[src/rtl/kvdt_pkg.sv]
package kvdt_pkg;

  localparam int MODE_W = 3;
  localparam int KEY_W = 64;
  localparam int ZOOM_W = 5;
  localparam int POS_W = 32;
  localparam int ACC_W = 24;
  localparam int TIME_W = 32;
  localparam int DELAY_W = 16;
  localparam int CFG_W = 16;
  localparam int FIELDS_W = 190;
  localparam int IN_W = 192;
  localparam int OUT_W = 192;

  localparam logic [2:0] MODE_CLEAR = 3'd0;
  localparam logic [2:0] MODE_ADD = 3'd1;
  localparam logic [2:0] MODE_START = 3'd2;
  localparam logic [2:0] MODE_MARK = 3'd3;
  localparam logic [2:0] MODE_FINISH = 3'd4;

  localparam logic [2:0] RES_DONE = 3'd0;
  localparam logic [2:0] RES_REJECT = 3'd1;
  localparam logic [2:0] RES_STARTED = 3'd2;
  localparam logic [2:0] RES_SHOW = 3'd3;
  localparam logic [2:0] RES_FULL = 3'd4;

  localparam logic [1:0] ST_INVISIBLE = 2'd0;
  localparam logic [1:0] ST_VISIBLE = 2'd1;
  localparam logic [1:0] ST_CANDIDATE = 2'd2;

  localparam logic CFG_MIN_ZOOM = 1'b0;
  localparam logic CFG_HIDE_DELAY = 1'b1;

  typedef struct packed {
    logic load;
    logic scan_step;
    logic commit;
    logic clear_valid;
  } cmd_t;

  typedef struct packed {
    logic [2:0] mode;
    logic scan_last;
  } status_t;

endpackage

[src/rtl/kvdt_ctrl.sv]
module kvdt_ctrl (
  input  logic clk,
  input  logic rst,
  input  logic in_fire,
  input  logic out_free,
  input  kvdt_pkg::status_t status,
  output kvdt_pkg::cmd_t cmd,
  output logic busy
);
  import kvdt_pkg::*;

  typedef enum logic [1:0] {S_IDLE, S_SCAN, S_COMMIT} state_t;
  state_t state;

  assign busy = (state != S_IDLE);

  always_comb begin
    cmd = '0;
    case (state)
      S_IDLE: begin
        cmd.load = in_fire;
      end
      S_SCAN: begin
        cmd.scan_step = 1'b1;
      end
      S_COMMIT: begin
        cmd.commit = out_free;
        cmd.clear_valid = out_free && (status.mode == MODE_CLEAR);
      end
      default: begin
      end
    endcase
  end

  always_ff @(posedge clk) begin
    if (rst) begin
      state <= S_IDLE;
    end else begin
      case (state)
        S_IDLE: if (in_fire) state <= S_SCAN;
        S_SCAN: if (status.scan_last) state <= S_COMMIT;
        S_COMMIT: if (out_free) state <= S_IDLE;
        default: state <= S_IDLE;
      endcase
    end
  end
endmodule

[config.mk]
export PLATFORM = sky130hd
export DESIGN_NAME = kvdt_ctrl
export DESIGN_NICKNAME = d
export VERILOG_FILES = /design/src/rtl/kvdt_pkg.sv /design/src/rtl/kvdt_ctrl.sv
export SDC_FILE = /design/constraint.sdc
export NUM_CORES = 1
export LEC_CHECK = 0
export BUFFER_PORTS_ARGS = -buffer_cell sky130_fd_sc_hd__buf_2
export CAP_MARGIN = 20
export CORE_AREA = 2 2 39 41
export CTS_CLUSTER_SIZE = 20
export DETAILED_ROUTE_END_ITERATION = 10
export DIE_AREA = 0 0 41 43
export GPL_TIMING_DRIVEN = 1
export PLACE_DENSITY = 0.32
export SKIP_CTS_REPAIR_TIMING = 1
export SLEW_MARGIN = 10
export SYNTH_ARGS = -nofsm -noshare
export SYNTH_HDL_FRONTEND = slang
export SYNTH_SLANG_ARGS = --single-unit
[constraint.sdc]
create_clock -name clk -period 1.1 [get_ports clk]
set_input_delay 0.055 -clock clk [delete_from_list [all_inputs] [get_ports clk]]
set_output_delay 0.055 -clock clk [all_outputs]
set_load 0.1 [all_outputs]
After elaboration in Yosys (flattened, before gate mapping):

Cells that the tools add are included.
W data, S select, Z words.

* equality and inequality tests: 5
* muxes and demuxes: 7
* reduce and logical (&&, ||, !) cells: 5

Operators with widths (count)
* $mux W2: 4
* $ne A2 B2 Y1 const B: 3
* $pmux W2 S3: 1
* $logic_not A3 Y1: 1
* $reduce_and A3 Y1: 1
* $eq A2 B1 Y1 const B: 1
* $eq A2 B2 Y1 const B: 1
* $logic_not A2 Y1: 1
* $mux W1: 2
* $reduce_bool A2 Y1: 1
* $logic_and A1 B1 Y1: 1

* register bits: 2
* output and inout bits: 5

Depth between registers and ports, before layout:

Gate-level depths: netlist (run 1).

* depth in word-level cells: 3
* mapped depth: 2
* mapped depth without buffers: 2

Worst setup path after synthesis (run 1):

Ideal clock, no wire load.

* path kind: reg2out
* from: register state[1]
* to: output cmd[0] (netlist name)
* path buffers: 0
* data arrival time: 2492 ps
* stages on the path, launching flop included: 3
* slack: -1447 ps
* cell sequence: dfxtp_1 > nand2_1 > nor3_1

RTL lines
* from (decl): RTL line kvdt_ctrl.sv:13 `state_t state;`
* from (signal assigned): RTL line kvdt_ctrl.sv:37 `state <= S_IDLE;`
* from (signal assigned): RTL line kvdt_ctrl.sv:40 `S_IDLE: if (in_fire) state <= S_SCAN;`
* from (signal assigned): RTL line kvdt_ctrl.sv:41 `S_SCAN: if (status.scan_last) state <= S_COMMIT;`
* to (decl): RTL line kvdt_ctrl.sv:7 `output kvdt_pkg::cmd_t cmd,`

==> results of run 1 <==
==> power groups by stage <==
| stage | logic (W) | registers (W) | clock network, W |
|---|---|---|---|
| global route | 0.000199 | 0.0000843 | 0.000180 |
| floorplan | 0.000114 | 0.0000866 | 0 |
| detailed placement | 0.000180 | 0.0000890 | 0 |
| finish | 0.000192 | 0.0000834 | 0.000164 |
| CTS | 0.000181 | 0.0000880 | 0.000178 |
| global placement | 0.000180 | 0.0000882 | 0 |
==> path summary, 6_finish.rpt <==
kind,endpoint,slack (ns),cells after the start
worst max-delay path,cmd[3],-0.08,3
worst min-delay path,state[0],0.11,3
worst max register to register,state[1],0.04,3
worst min register to register,state[0],0.44,1
==> cells in the mapped netlist <==
cell type	number	area share [%]
or3_1	1	5.0
nand2b_1	2	10
inv_1	1	3.0
dfxtp_1	2	32
nand2_1	1	3.0
a211oi_1	1	6.0
or3b_1	1	7.0
nor2_1	2	6.0
nor3_1	1	4.0
a21oi_2	1	7.0
or2_1	1	5.0
nand3b_1	1	6.0
and2b_1	1	6.0
==> metrics by stage <==
step | hold WS [ns] | total power (W) | setup TNS (ns) | util, % | cell area, um2
finish | 0.107 | 0.000440 | -0.119 | 26.2 | 363
global route | 0.119 | 0.000463 | -0.283 | 26.2 | 363
CTS | -0.00948 | 0.000447 | -0.393 | 23.8 | 329
detailed placement | 0.233 | 0.000269 | 0 | 22.2 | 307
global placement | 0.232 | 0.000268 | 0 | 22.2 | 307
floorplan | 0.117 | 0.000200 | -0.662 | - | 151
==> kinds of logic after synthesis <==
kind of cell | count (synthesis) | synth area share, %
AOI/OAI and AO/OA | 2 | 13.0
and+or+nand+nor | 11 | 52.0
buffers and inverters | 1 | 3.00
DFF | 2 | 32.0
==> per-layer routing <==
| metal | vias to the layer above | GRT usage (%) | wire length, um |
|---|---|---|---|
| li1 | 90 | - | - |
| met1 | 73 | 6.35 | 164 |
| met2 | 10 | 7.50 | 205 |
| met3 | 0 | 1.57 | 52 |
| met4 | 0 | 6.00 | 0 |
| met5 | - | 0 | 0 |
==> final cells by class <==
class	instances	area [um2]	area share (%)
Timing Repair Buffer	15	160	44.1
Multi-Input combinational cell	13	109	30.0
Sequential cell	2	47.5	13.1
Clock buffer	3	22.5	6.21
Tap cell	16	20.0	5.52
Inverter	1	3.75	1.03
==> worst max-delay path: cells and delay by family, from the launching register on <==
kind	cells	cell delay [ns]
DFF	1	0.34
buffers and inverters	1	0.18
and+or+nand+nor	2	0.37
==> results by group, run 1 <==
Run status
  • Status: complete, but fails checks
  • Failing checks: negative setup slack

Floorplanning
  • Die Y: 43 um
  • CORE AREA: 1380 um2
  • Horiz. Die Dim: 41 um
  • Die area: 1760 um2
  • I/O pins: 13
  • Row cnt: 14
  • Initial core utilization: 9.04%

Critical path
  • Crit path required time: 1.04 ns
  • CP Launch Type: flop
  • Worst-path cell chain: or2_4 > nor2_4 > buf_12
  • CP max FO: 4
  • Reg-to-reg startpoint: state[0]
  • Crit path DAT: 1.12 ns
  • Slowest cell delay on critical path: 0.34 ns
  • Critical path origin: state[1]
  • Critical-path top delay cell: dfxtp_4
  • WS Path Type: flop to output pin
  • Critical path capture point type: output pin

GRT
  • Largest net degree at the start of global routing: 9
  • Global route overflow: 0
  • Vias in the first global route: 171
  • Initial antenna violation count: 0
  • Total track usage: 5.60%
  • First-pass GRT wire length: 614 um

Route
  • Drt first pass iters: 1
  • DRC: 0
  • Antenna-violating nets left: 0
  • DRT Wirelength: 423 um
  • Via/cell ratio: 3.46
  • 1st-iter DRT viols: 0
  • Vias: 173
  • Wire per inst: 8.46 um

Synth
  • Syn Std Cell Area: 125 um2
  • Netlist cell types: 13
  • Syn Inst Count: 16
  • Sequential-to-total area share from yosys stat: 32.0%
  • Mean Syn Cell Area: 7.82 um2
  • Ys Warns: 0
  • FF+latch count, synth: 2
  • Net count after synthesis: 24

Timing
  • Fin. Hold Viols: 0
  • Worst-Margin Slew: 0.188 ns
  • Final min period: 1.18 ns
  • Max Slew Vio Count: 0
  • RSZ-0062 raised after global routing: true
  • FMAX: 0.851 GHz
  • Setup-failing EPs final: 2
  • Max transition margin: 87.4%
  • Tcrit/Tclk final: 107%
  • Final worst setup slack: -0.0757 ns
  • Fin Clk Skew: 0.00185 ns

Clock network
  • Clock Pin Slew Worst Setup and Hold Paths: 0.03 ns
  • CTS sink cnt: 2
  • Clk buf depth: 2
  • Clk Latency, worst-skew pair: 0.22 ns
  • H-tree levels: 1
  • Cts bufs inserted: 3
  • Root buffer cell: clkbuf_4
  • CTS tree: yes

Worst hold path
  • Min-delay src: in_fire
  • Tightest Hold Check Type: primary input to flop

Final layout
  • Finished Layout Cells: 50
  • Top reg by flops: state
  • Commonest non-fill, non-tap cell in the layout: buf_2
  • Layout fillers: 157
  • Layout cell share with drive strength beyond 1: 76.5%
  • Top flop regs: state (2)
  • Most frequent cells in the layout: buf_2 (7), buf_12 (5), clkbuf_4 (3)
  • Antenna Cells: 0
  • Fin nets: 44
  • Max FFs per register: 2
  • Layout Area Growth over Synthesis: 190%

Placement
  • Port bufs: 12
  • Placed cells: 44
  • DP Worst Slack: 0.0983 ns
  • Dpl hpwl: 300 um
  • Routability cong.: 0.649

Power
  • Combinational share of power: 43.7%
  • Cell Int Power: 0.000274 W
  • Peak VDD IR: 0.425 mV
  • Clock network power share: 37.4%
  • Leakage: 0.155 nW
  • Switching part of the total: 37.7%
  • Cell Pwr Density: 1210 nW/um2
  • Switching power: 0.000166 W
  • Reg power frac: 19.0%

Flow run
  • Max-Cap Viols: 0
Note: power is estimated with default switching activity, not from simulation.
==> inputs of run 2 (changes only) <==
--- a/config.mk
+++ b/config.mk
@@ -7,12 +7,14 @@
 export LEC_CHECK = 0
 export BUFFER_PORTS_ARGS = -buffer_cell sky130_fd_sc_hd__buf_2
 export CAP_MARGIN = 20
+export CELL_PAD_IN_SITES_DETAIL_PLACEMENT = 0
+export CELL_PAD_IN_SITES_GLOBAL_PLACEMENT = 1
 export CORE_AREA = 2 2 39 41
 export CTS_CLUSTER_SIZE = 20
 export DETAILED_ROUTE_END_ITERATION = 10
 export DIE_AREA = 0 0 41 43
 export GPL_TIMING_DRIVEN = 1
-export PLACE_DENSITY = 0.32
+export PLACE_DENSITY = 0.43
 export SKIP_CTS_REPAIR_TIMING = 1
 export SLEW_MARGIN = 10
 export SYNTH_ARGS = -nofsm -noshare
==> run 2 against run 1 <==
Against the previous run: the run still ends with negative setup slack left; clock skew down 0.0017 ns; combinational power down 5%; wire length is 5.9% lower; clock-buffer cell count is the same; core utilization fell by 1.4 points; largest power group unchanged; largest cell class unchanged; clock power about the same.
==> results by group, run 2 (same netlist as run 1, synthesis figures left out) <==
Clock network
  • Clock Pin Slew Worst Setup and Hold Paths: 0.03 ns
  • Clk buf depth: 2
  • Cts bufs inserted: 3
  • Root buffer cell: clkbuf_4
  • CTS sink cnt: 2
  • CTS tree: yes
  • H-tree levels: 1
  • Clk Latency, worst-skew pair: 0.22 ns

Placement
  • Port bufs: 12
  • Dpl hpwl: 321 um
  • DP Worst Slack: 0.106 ns
  • Placed cells: 44
  • Placed cell area: 307 um2
  • Routability cong.: 0.547

GRT
  • Global route overflow: 0
  • Total track usage: 5.61%
  • Global Route met1 Usage: 5.11%
  • Vias in the first global route: 172
  • Most Crowded Layer GR: met4
  • First-pass GRT wire length: 586 um
  • Initial antenna violation count: 0
  • Largest net degree at the start of global routing: 9
  • Met3 Use GR: 4.19%
  • Met2 usage: 6.25%

Floorplanning
  • Initial core utilization: 9.04%
  • Row cnt: 14
  • I/O pins: 13
  • Die area: 1760 um2
  • Horiz. Die Dim: 41 um
  • CORE AREA: 1380 um2
  • Die Y: 43 um

Critical path
  • CP max FO: 8
  • Crit path required time: 1.04 ns
  • WS Path Type: flop to output pin
  • CP Launch Type: flop
  • Crit path DAT: 1.13 ns
  • Critical path capture point type: output pin

Final layout
  • Fin nets: 42
  • Top flop regs: state (2)
  • Max FFs per register: 2
  • Finished Layout Cells: 48
  • Final instance area: 343 um2
  • Commonest non-fill, non-tap cell in the layout: buf_2
  • Layout cell share with drive strength beyond 1: 71.9%
  • Antenna Cells: 0
  • Layout Area Growth over Synthesis: 174%
  • Most frequent cells in the layout: buf_2 (7), buf_12 (5), clkbuf_4 (3)
  • Top reg by flops: state

Run status
  • Failing checks: negative setup slack
  • Status: complete, but fails checks

Route
  • 1st-iter DRT viols: 0
  • Via/cell ratio: 3.63
  • Vias: 174
  • Antenna-violating nets left: 0
  • DRT Wirelength: 398 um
  • DRC: 0
  • Drt first pass iters: 1
  • Wire per inst: 8.29 um

Power
  • Cell Pwr Density: 1260 nW/um2
  • Peak VDD IR: 0.335 mV
  • Leakage: 0.141 nW

Timing
  • RSZ-0062 raised after global routing: true
  • Final min period: 1.18 ns
  • Max transition margin: 88.7%
  • Fin. Hold Viols: 0
  • Tcrit/Tclk final: 108%
  • FMAX: 0.845 GHz
  • Max Slew Vio Count: 0
  • Setup-failing EPs final: 2
  • Worst-Margin Slew: 0.168 ns
  • Fin Clk Skew: 0.000146 ns
  • Final worst setup slack: -0.0829 ns

Flow run
  • Max-Cap Viols: 0

Worst hold path
  • Tightest Hold Check Type: primary input to flop
## run 2: cell types whose count changed in the layout (fill, tap and decap cells not counted), sizes merged
| cell | before | now |
|---|---|---|
| buf | 14 | 12 |
## run 2: cell type report
class / count / area (um2)
clock buffers: 3 / 22.5
fillers: 162 / 1040
inverters: 1 / 3.75
multi-input cells: 13 / 106
flip-flops and latches: 2 / 45.0
well taps: 16 / 20.0
repair buffers: 13 / 145
## run 2: final timing paths
kind | start | end | slack [ns] | cells after the start
worst max-delay path | state[0] | cmd[3] | -0.08 | 3
worst min-delay path | in_fire | state[0] | 0.1 | 3
worst max register to register | state[0] | state[1] | 0.15 | 2
worst min register to register | state[1] | state[0] | 0.45 | 1
## run 2: critical path, stage by stage (launching register included)
cell,delay [ns]
dfxtp_4,0.36
or2_4,0.26
nor2_4,0.10
buf_12,0.18
## run 2: per-layer routing
metal / vias to the layer above / share of wire [%]
met2: 13 / 41
li1: 86 / -
met5: - / 0
met1: 75 / 39
met4: 0 / 0
met3: 0 / 20
## run 2: power breakdown
group	total (W)	switching, W	internal (W)
Combinational	0.000182	0.000111	0.0000711
Sequential	0.0000873	0.00000933	0.0000780
Clock	0.000161	0.0000409	0.000120
## run 2: stage by stage
step | hold slack, ns | util [%] | power [W] | setup TNS [ns]
global placement | 0.241 | 22.2 | 0.000268 | 0
CTS | -0.00675 | 23.8 | 0.000444 | -0.362
detailed placement | 0.235 | 22.2 | 0.000269 | 0
global route | 0.101 | 24.8 | 0.000453 | -0.209
finish | 0.0972 | 24.8 | 0.000431 | -0.0837
floorplan | 0.117 | - | 0.000200 | -0.662
